### src/rtl/dq_pkg.sv
`default_nettype none

package dq_pkg;

  // request codes
  typedef enum logic [2:0] {
    KIND_PUSH_BACK  = 3'd0,
    KIND_PUSH_FRONT = 3'd1,
    KIND_POP_FRONT  = 3'd2,
    KIND_POP_BACK   = 3'd3,
    KIND_CLEAR      = 3'd4,
    KIND_QUERY      = 3'd5
  } kind_e;

  // error codes
  typedef enum logic [1:0] {
    ERR_OK    = 2'd0,
    ERR_EMPTY = 2'd1,
    ERR_FULL  = 2'd2
  } err_e;

  // controller to datapath commands
  typedef struct packed {
    logic load;
    logic exec;
    logic look;
  } dq_cmd_t;

endpackage

`default_nettype wire

### src/rtl/dq_ctrl.sv
`default_nettype none

module dq_ctrl (
  input  wire logic         clk_i,
  input  wire logic         rst_ni,
  input  wire logic         in_valid_i,
  output logic              in_ready_o,
  output logic              out_valid_o,
  input  wire logic         out_ready_i,
  output dq_pkg::dq_cmd_t   cmd_o
);

  typedef enum logic [1:0] {
    ST_IDLE,
    ST_EXEC,
    ST_LOOK,
    ST_RESP
  } state_e;

  state_e state_q, state_d;
  logic   in_ready_q, in_ready_d;
  logic   out_valid_q, out_valid_d;

  always_comb begin
    state_d     = state_q;
    in_ready_d  = in_ready_q;
    out_valid_d = out_valid_q;
    case (state_q)
      ST_IDLE: begin
        if (in_valid_i) begin
          state_d    = ST_EXEC;
          in_ready_d = 1'b0;
        end
      end
      ST_EXEC: begin
        state_d = ST_LOOK;
      end
      ST_LOOK: begin
        state_d     = ST_RESP;
        out_valid_d = 1'b1;
      end
      ST_RESP: begin
        if (out_ready_i) begin
          state_d     = ST_IDLE;
          out_valid_d = 1'b0;
          in_ready_d  = 1'b1;
        end
      end
      default: begin
        state_d     = ST_IDLE;
        in_ready_d  = 1'b1;
        out_valid_d = 1'b0;
      end
    endcase
  end

  always_ff @(posedge clk_i or negedge rst_ni) begin
    if (!rst_ni) begin
      state_q     <= ST_IDLE;
      in_ready_q  <= 1'b1;
      out_valid_q <= 1'b0;
    end else begin
      state_q     <= state_d;
      in_ready_q  <= in_ready_d;
      out_valid_q <= out_valid_d;
    end
  end

  assign in_ready_o  = in_ready_q;
  assign out_valid_o = out_valid_q;

  always_comb begin
    cmd_o      = '0;
    cmd_o.load = in_valid_i & in_ready_q;
    cmd_o.exec = (state_q == ST_EXEC);
    cmd_o.look = (state_q == ST_LOOK);
  end

endmodule

`default_nettype wire

### src/rtl/dq_datapath.sv
`default_nettype none

module dq_datapath #(
  parameter int unsigned QUEUE_DEPTH = 64,
  parameter int unsigned WORD_WIDTH  = 32,
  localparam int unsigned IdxW = (QUEUE_DEPTH > 1) ? $clog2(QUEUE_DEPTH) : 1,
  localparam int unsigned CntW = $clog2(QUEUE_DEPTH + 1)
) (
  input  wire logic                  clk_i,
  input  wire logic                  rst_ni,
  input  wire dq_pkg::dq_cmd_t       cmd_i,
  input  wire logic [2:0]            kind_i,
  input  wire logic [WORD_WIDTH-1:0] data_in_i,
  output logic [WORD_WIDTH-1:0]      popped_value_o,
  output logic [1:0]                 error_code_o,
  output logic [WORD_WIDTH-1:0]      front_value_o,
  output logic [WORD_WIDTH-1:0]      back_value_o,
  output logic [CntW-1:0]            element_count_o,
  output logic                       is_empty_o
);

  localparam logic [IdxW-1:0] LastIdx = IdxW'(QUEUE_DEPTH - 1);
  localparam logic [CntW-1:0] FullCnt = CntW'(QUEUE_DEPTH);

  function automatic logic [IdxW-1:0] idx_next(input logic [IdxW-1:0] i);
    return (i == LastIdx) ? '0 : i + 1'b1;
  endfunction

  function automatic logic [IdxW-1:0] idx_prev(input logic [IdxW-1:0] i);
    return (i == '0) ? LastIdx : i - 1'b1;
  endfunction

  logic [WORD_WIDTH-1:0] mem [QUEUE_DEPTH];

  logic [2:0]            kind_q;
  logic [WORD_WIDTH-1:0] data_q;
  logic [IdxW-1:0]       front_q, front_d;
  logic [IdxW-1:0]       back_q, back_d;
  logic [CntW-1:0]       count_q, count_d;
  logic [1:0]            err_q, err_d;
  logic                  pop_ok_q, pop_ok_d;
  logic [WORD_WIDTH-1:0] popped_q;

  logic                  we;
  logic [IdxW-1:0]       waddr;
  logic                  re_a, re_b;
  logic [IdxW-1:0]       raddr_a, raddr_b;
  logic [WORD_WIDTH-1:0] rd_a_q, rd_b_q;

  logic full, empty;

  assign full  = (count_q == FullCnt);
  assign empty = (count_q == '0);

  // request execution and end word fetch
  always_comb begin
    front_d  = front_q;
    back_d   = back_q;
    count_d  = count_q;
    err_d    = err_q;
    pop_ok_d = pop_ok_q;
    we       = 1'b0;
    waddr    = back_q;
    re_a     = 1'b0;
    raddr_a  = front_q;
    re_b     = 1'b0;
    raddr_b  = idx_prev(back_q);
    if (cmd_i.exec) begin
      err_d    = dq_pkg::ERR_OK;
      pop_ok_d = 1'b0;
      case (kind_q)
        dq_pkg::KIND_PUSH_BACK: begin
          if (full) begin
            err_d = dq_pkg::ERR_FULL;
          end else begin
            we      = 1'b1;
            waddr   = back_q;
            back_d  = idx_next(back_q);
            count_d = count_q + 1'b1;
          end
        end
        dq_pkg::KIND_PUSH_FRONT: begin
          if (full) begin
            err_d = dq_pkg::ERR_FULL;
          end else begin
            we      = 1'b1;
            waddr   = idx_prev(front_q);
            front_d = idx_prev(front_q);
            count_d = count_q + 1'b1;
          end
        end
        dq_pkg::KIND_POP_FRONT: begin
          if (empty) begin
            err_d = dq_pkg::ERR_EMPTY;
          end else begin
            re_a     = 1'b1;
            raddr_a  = front_q;
            pop_ok_d = 1'b1;
            front_d  = idx_next(front_q);
            count_d  = count_q - 1'b1;
          end
        end
        dq_pkg::KIND_POP_BACK: begin
          if (empty) begin
            err_d = dq_pkg::ERR_EMPTY;
          end else begin
            re_a     = 1'b1;
            raddr_a  = idx_prev(back_q);
            pop_ok_d = 1'b1;
            back_d   = idx_prev(back_q);
            count_d  = count_q - 1'b1;
          end
        end
        dq_pkg::KIND_CLEAR: begin
          front_d = '0;
          back_d  = '0;
          count_d = '0;
        end
        default: begin
        end
      endcase
    end else if (cmd_i.look) begin
      // fetch both end words at the updated pointers
      re_a    = 1'b1;
      raddr_a = front_q;
      re_b    = 1'b1;
      raddr_b = idx_prev(back_q);
    end
  end

  always_ff @(posedge clk_i or negedge rst_ni) begin
    if (!rst_ni) begin
      front_q  <= '0;
      back_q   <= '0;
      count_q  <= '0;
      err_q    <= dq_pkg::ERR_OK;
      pop_ok_q <= 1'b0;
    end else begin
      front_q  <= front_d;
      back_q   <= back_d;
      count_q  <= count_d;
      err_q    <= err_d;
      pop_ok_q <= pop_ok_d;
    end
  end

  always_ff @(posedge clk_i) begin
    if (cmd_i.load) begin
      kind_q <= kind_i;
      data_q <= data_in_i;
    end
    if (cmd_i.look) begin
      popped_q <= pop_ok_q ? rd_a_q : '0;
    end
  end

  // ring store
  always_ff @(posedge clk_i) begin
    if (we) begin
      mem[waddr] <= data_q;
    end
    if (re_a) begin
      rd_a_q <= mem[raddr_a];
    end
    if (re_b) begin
      rd_b_q <= mem[raddr_b];
    end
  end

  assign popped_value_o  = popped_q;
  assign error_code_o    = err_q;
  assign front_value_o   = empty ? '0 : rd_a_q;
  assign back_value_o    = empty ? '0 : rd_b_q;
  assign element_count_o = count_q;
  assign is_empty_o      = empty;

endmodule

`default_nettype wire

### src/rtl/double_ended_queue.sv
// channel   direction  handshake              payload
// request   in         in_valid_i/in_ready_o   kind_i, data_in_i
// result    out        out_valid_o/out_ready_i popped_value_o, error_code_o, front_value_o,
//                                              back_value_o, element_count_o, is_empty_o
//
// one word at a time; each word passes through accept, execute with store
// write or pop read, end word fetch and result
// both end words are read through the single two-read-port ring store
// reset clears pointers and count; store contents are left as they are
// a stalled result holds the request side off until it is taken
`default_nettype none

module double_ended_queue #(
  parameter int unsigned QUEUE_DEPTH = 64,
  parameter int unsigned WORD_WIDTH  = 32,
  localparam int unsigned CntW = $clog2(QUEUE_DEPTH + 1)
) (
  input  wire logic                  clk_i,
  input  wire logic                  rst_ni,
  input  wire logic                  in_valid_i,
  output logic                       in_ready_o,
  input  wire logic [2:0]            kind_i,
  input  wire logic [WORD_WIDTH-1:0] data_in_i,
  output logic                       out_valid_o,
  input  wire logic                  out_ready_i,
  output logic [WORD_WIDTH-1:0]      popped_value_o,
  output logic [1:0]                 error_code_o,
  output logic [WORD_WIDTH-1:0]      front_value_o,
  output logic [WORD_WIDTH-1:0]      back_value_o,
  output logic [CntW-1:0]            element_count_o,
  output logic                       is_empty_o
);

  dq_pkg::dq_cmd_t cmd;

  dq_ctrl u_ctrl (
    .clk_i       (clk_i),
    .rst_ni      (rst_ni),
    .in_valid_i  (in_valid_i),
    .in_ready_o  (in_ready_o),
    .out_valid_o (out_valid_o),
    .out_ready_i (out_ready_i),
    .cmd_o       (cmd)
  );

  dq_datapath #(
    .QUEUE_DEPTH (QUEUE_DEPTH),
    .WORD_WIDTH  (WORD_WIDTH)
  ) u_datapath (
    .clk_i           (clk_i),
    .rst_ni          (rst_ni),
    .cmd_i           (cmd),
    .kind_i          (kind_i),
    .data_in_i       (data_in_i),
    .popped_value_o  (popped_value_o),
    .error_code_o    (error_code_o),
    .front_value_o   (front_value_o),
    .back_value_o    (back_value_o),
    .element_count_o (element_count_o),
    .is_empty_o      (is_empty_o)
  );

  a_count_bound: assert property (@(posedge clk_i) disable iff (!rst_ni)
    element_count_o <= CntW'(QUEUE_DEPTH))
    else $error("count above depth");

  a_no_overlap: assert property (@(posedge clk_i) disable iff (!rst_ni)
    !(in_ready_o && out_valid_o))
    else $error("request taken while result pending");

  a_result_latency: assert property (@(posedge clk_i) disable iff (!rst_ni)
    (in_valid_i && in_ready_o) |-> ##3 out_valid_o)
    else $error("result not shown three cycles after word");

  a_error_keeps_count: assert property (@(posedge clk_i) disable iff (!rst_ni)
    ($rose(out_valid_o) && error_code_o != dq_pkg::ERR_OK) |-> $stable(element_count_o))
    else $error("rejected word changed count");

endmodule

`default_nettype wire
### config.mk
export PLATFORM = sky130hd
export DESIGN_NAME = double_ended_queue
export DESIGN_NICKNAME = d
export VERILOG_FILES = /design/src/rtl/dq_pkg.sv /design/src/rtl/dq_ctrl.sv /design/src/rtl/dq_datapath.sv /design/src/rtl/double_ended_queue.sv
export SDC_FILE = /design/constraint.sdc
export NUM_CORES = 2
export LEC_CHECK = 0
export BUFFER_PORTS_ARGS = -buffer_cell sky130_fd_sc_hd__buf_4
export CAP_MARGIN = 20
export CORE_ASPECT_RATIO = 0.7
export CORE_UTILIZATION = 40
export DETAILED_ROUTE_END_ITERATION = 10
export PLACE_DENSITY = 0.58
export SKIP_LAST_GASP = 1
export SYNTH_ARGS = -nofsm -noshare
export SYNTH_HDL_FRONTEND = slang
export SYNTH_HIERARCHICAL = 1
export SYNTH_SLANG_ARGS = --single-unit
### constraint.sdc
create_clock -name clk_i -period 4.33 [get_ports clk_i]
set_input_delay 0.433 -clock clk_i [delete_from_list [all_inputs] [get_ports clk_i]]
set_output_delay 0.433 -clock clk_i [all_outputs]
set_load 0.005 [all_outputs]
==> key figures <==
STA
  – Fmax: 0.221 GHz
  – Hold_ws: 0.0523 ns
  – Final setup violation count: 5
  – Final Cycle Share: 1.05
  – RSZ-0062 raised after global routing: yes
  – Worst-Margin Slew: 1.18 ns
  – Slew HR: 0.205
  – Max Clock Skew: 0.0645 ns
  – Minimum clock period: 4.53 ns
  – Final Hold Viols: 0
  – Slew Limit Fails: 0
  – Setup ws final: -0.202 ns

Yosys
  – #FFs+latches synth: 2205
  – Mapped Avg Cell Area: 14.0 um2
  – Net Count, Synth: 7507
  – Most frequent cell after synthesis: edfxtp_1
  – Sequential fraction of the synthesis area: 0.636
  – Synth area leader: edfxtp_1
  – Synth top cells by count: edfxtp_1, nand2_1, mux4_2
  – Main flop type after synthesis: edfxtp_1
  – Synth top area share: 0.629
  – Mapped cell area: 0.104 mm2
  – YS warnings: 6
  – Cell count after synthesis: 7450
  – Top cells by area, synth: edfxtp_1, mux4_2, nand2_1
  – Asr flop ratio synth: 0.0118
  – Cell variety after synth: 77
  – Post-synth EDFFs: 2179

Final layout
  – Final instance area: 0.122 mm2
  – Final Core Density: 0.471
  – Layout cells sized above 1: 0.214
  – Area grow syn2layout: 16.9%
  – Non-Filler Instances: 11600
  – Final nets: 7990

Place
  – Dpl cells: 11100
  – Hpwl dp: 257000 um
  – IO Port Bufs: 146
  – Placed Area: 0.114 mm2
  – GP Congestion: 0.966

Floorplan
  – Initial Utilization: 0.403
  – Die Footprint: 0.262 mm2
  – Die Height: 429 um
  – # rows: 156
  – Horiz. Die Dim: 611 um
  – I/O pin count: 147
  – Core ar.: 0.258 mm2

Drt
  – DRT Pass-1 Iters: 8
  – Antenna-violating nets left: 0
  – WL/cell: 34.7 um
  – DR iter-0 viols: 12700
  – DRC Markers: 0
  – Vias: 74300
  – WL final: 403000 um
  – Vias/cell: 6.40

Status
  – Status: finished, violations left
  – Failing checks: setup timing

Worst setup path
  – Setup crit end kind: flip-flop
  – Startpoint Class: flip-flop
  – Worst path top cell family by delay: compound AO/OA/AOI/OAI gates
  – Critical path's slowest cell: o22ai_2
  – WP buf/inv: 4
  – Setup CP Type: reg -> reg
  – Crit-path max cell delay: 0.53 ns
  – Crit path launch: u_datapath/back_q[0]
  – Worst path arrival time: 5.23 ns
  – Crit path cell chain: inv_1 -> ha_4 -> or3b_4 -> a311oi_4 -> buf_4 -> buf_16 -> buf_4 -> nand2_1 -> a21oi_1 -> a21oi_1 -> o22ai_2 -> a221o_1
  – Worst path required time: 5.03 ns
  – Critical R2R Launch: u_datapath/back_q[0]
  – Crit-path max FO: 88

Clock tree
  – Total CTS buffers: 222
  – CTS tree: yes
  – CTS H-Tree Depth: 4
  – Clock Root Buffer: clkbuf_16
  – Clock buffer depth: 4
  – Clk pin slew, worst setup/hold paths: 0.07 ns
  – Clk sink count: 2205
  – Clk_lat worst skew: 0.90 ns

Global route
  – Largest net degree at the start of global routing: 118
  – Vias in the first global route: 70300
  – All-layer global routing usage: 0.300
  – Total grt overflow: 0
  – Initial antenna violation count: 36
  – First-pass GRT wire length: 552000 um

Flow run
  – # Max-Cap Violations: 0

Power and ir drop
  – Max VDD drop: 1.12 mV
  – PD cells: 828 mW/mm2
  – Leak: 42.3 nW

Min path
  – Hold WC Path Type: in -> async
logic make-up after synthesis:
family / after synthesis / synth area share
mux: 1040 / 0.164
buf+inv: 577 / 0.0272
flops: 2205 / 0.636
xor+xnor: 8 / 0.000674
fa+ha+maj: 18 / 0.00224
compound gates: 1000 / 0.0633
simple gates: 2602 / 0.107
worst paths after layout:
kind	to	slack [ns]	cells past startpoint
min in group clk_i	u_datapath/data_q[10]	0.26	2
worst max register to register	u_datapath/rd_b_q[30]	-0.20	12
worst min-delay path	u_datapath/back_q[2]	0.05	2
max in group asynchronous	u_ctrl/in_ready_o	3.96	2
worst max-delay path	u_datapath/rd_b_q[30]	-0.20	12
worst min register to register	u_ctrl/out_valid_o	0.51	2
per-layer routing:
layer / share of wire / global-route usage / routed length [um] / vias to the layer above
met5: 0.00090 / 0 / 361 / -
met4: 0.047 / 0.125 / 19000 / 18
met3: 0.15 / 0.115 / 62100 / 888
met2: 0.40 / 0.407 / 163000 / 5751
met1: 0.39 / 0.429 / 158000 / 37700
li1: - / - / - / 29900
where the power goes:
group / internal [W] / total [W] / switching [W]
clock network: 0.0107 / 0.0191 / 0.00843
registers: 0.0253 / 0.0263 / 0.00105
logic: 0.0202 / 0.0552 / 0.0350
worst reg2reg max path, delay by kind of cell (launching register included):
family / cells / cell delay, ns
flip-flops: 1 / 0.39
buffers and inverters: 4 / 1.70
AND/OR/NAND/NOR: 2 / 0.57
AO/OA/AOI/OAI: 5 / 1.52
adder cells (fa/ha/maj): 1 / 0.19
final cells by class:
type | count | area (um2)
repair buffers | 813 | 8180
fillers | 22300 | 137000
clock buffers | 268 | 5790
clock inverters | 128 | 1160
well taps | 3476 | 4350
diodes | 24 | 60.1
flip-flops and latches | 2205 | 66100
multi-input cells | 4669 | 35800
inverters | 22 | 82.6
state kept, by name, indices dropped and copies added (netlist names):
signal and count:
u_datapath/kind_q 3, u_ctrl/in_ready_o 1, u_datapath/back_q 6, u_datapath/mem 2048
u_datapath/rd_a_q 32, u_datapath/error_code_o 2, u_datapath/rd_b_q 32, u_datapath/front_q 6
u_datapath/pop_ok_q 1, u_ctrl/out_valid_o 1, u_datapath/element_count_o 7, u_ctrl/state_q 2
u_datapath/data_q 32, u_datapath/popped_value_o 32
placed cells by master, fill, tap and decap left out, drive strengths merged, types with 48 or more instances in the layout:
master	n
edfxtp	2179
nand2	1720
buf	774
mux4	525
mux2i	514
nand3	442
a21oi	411
clkbuf	268
nor2	115
a32oi	110
and2	101
clkinv	93
o22ai	91
a31oi	79
and3	65
a22oi	62
nor4	52
o21ai	48
timing repair:
action	CTS	global route
hold buffers	39	0
cloned	1	0
pin swaps	0	1
resized for setup	9	10
hold endpoints to repair	65	0
setup buffers	0	18
setup endpoints to repair	11	22
metrics by stage:
stage          setup TNS, ns  setup WS [ns]  total power [W]
4_1_cts               -0.100         -0.100           0.0988
2_1_floorplan              0          0.138           0.0548
3_3_place_gp           -4.40         -0.869           0.0793
6_report              -0.620         -0.202            0.101
3_5_place_dp           -1.20         -0.410           0.0796
5_1_grt               -0.434         -0.145            0.103
(Power assumes the default switching activity.)
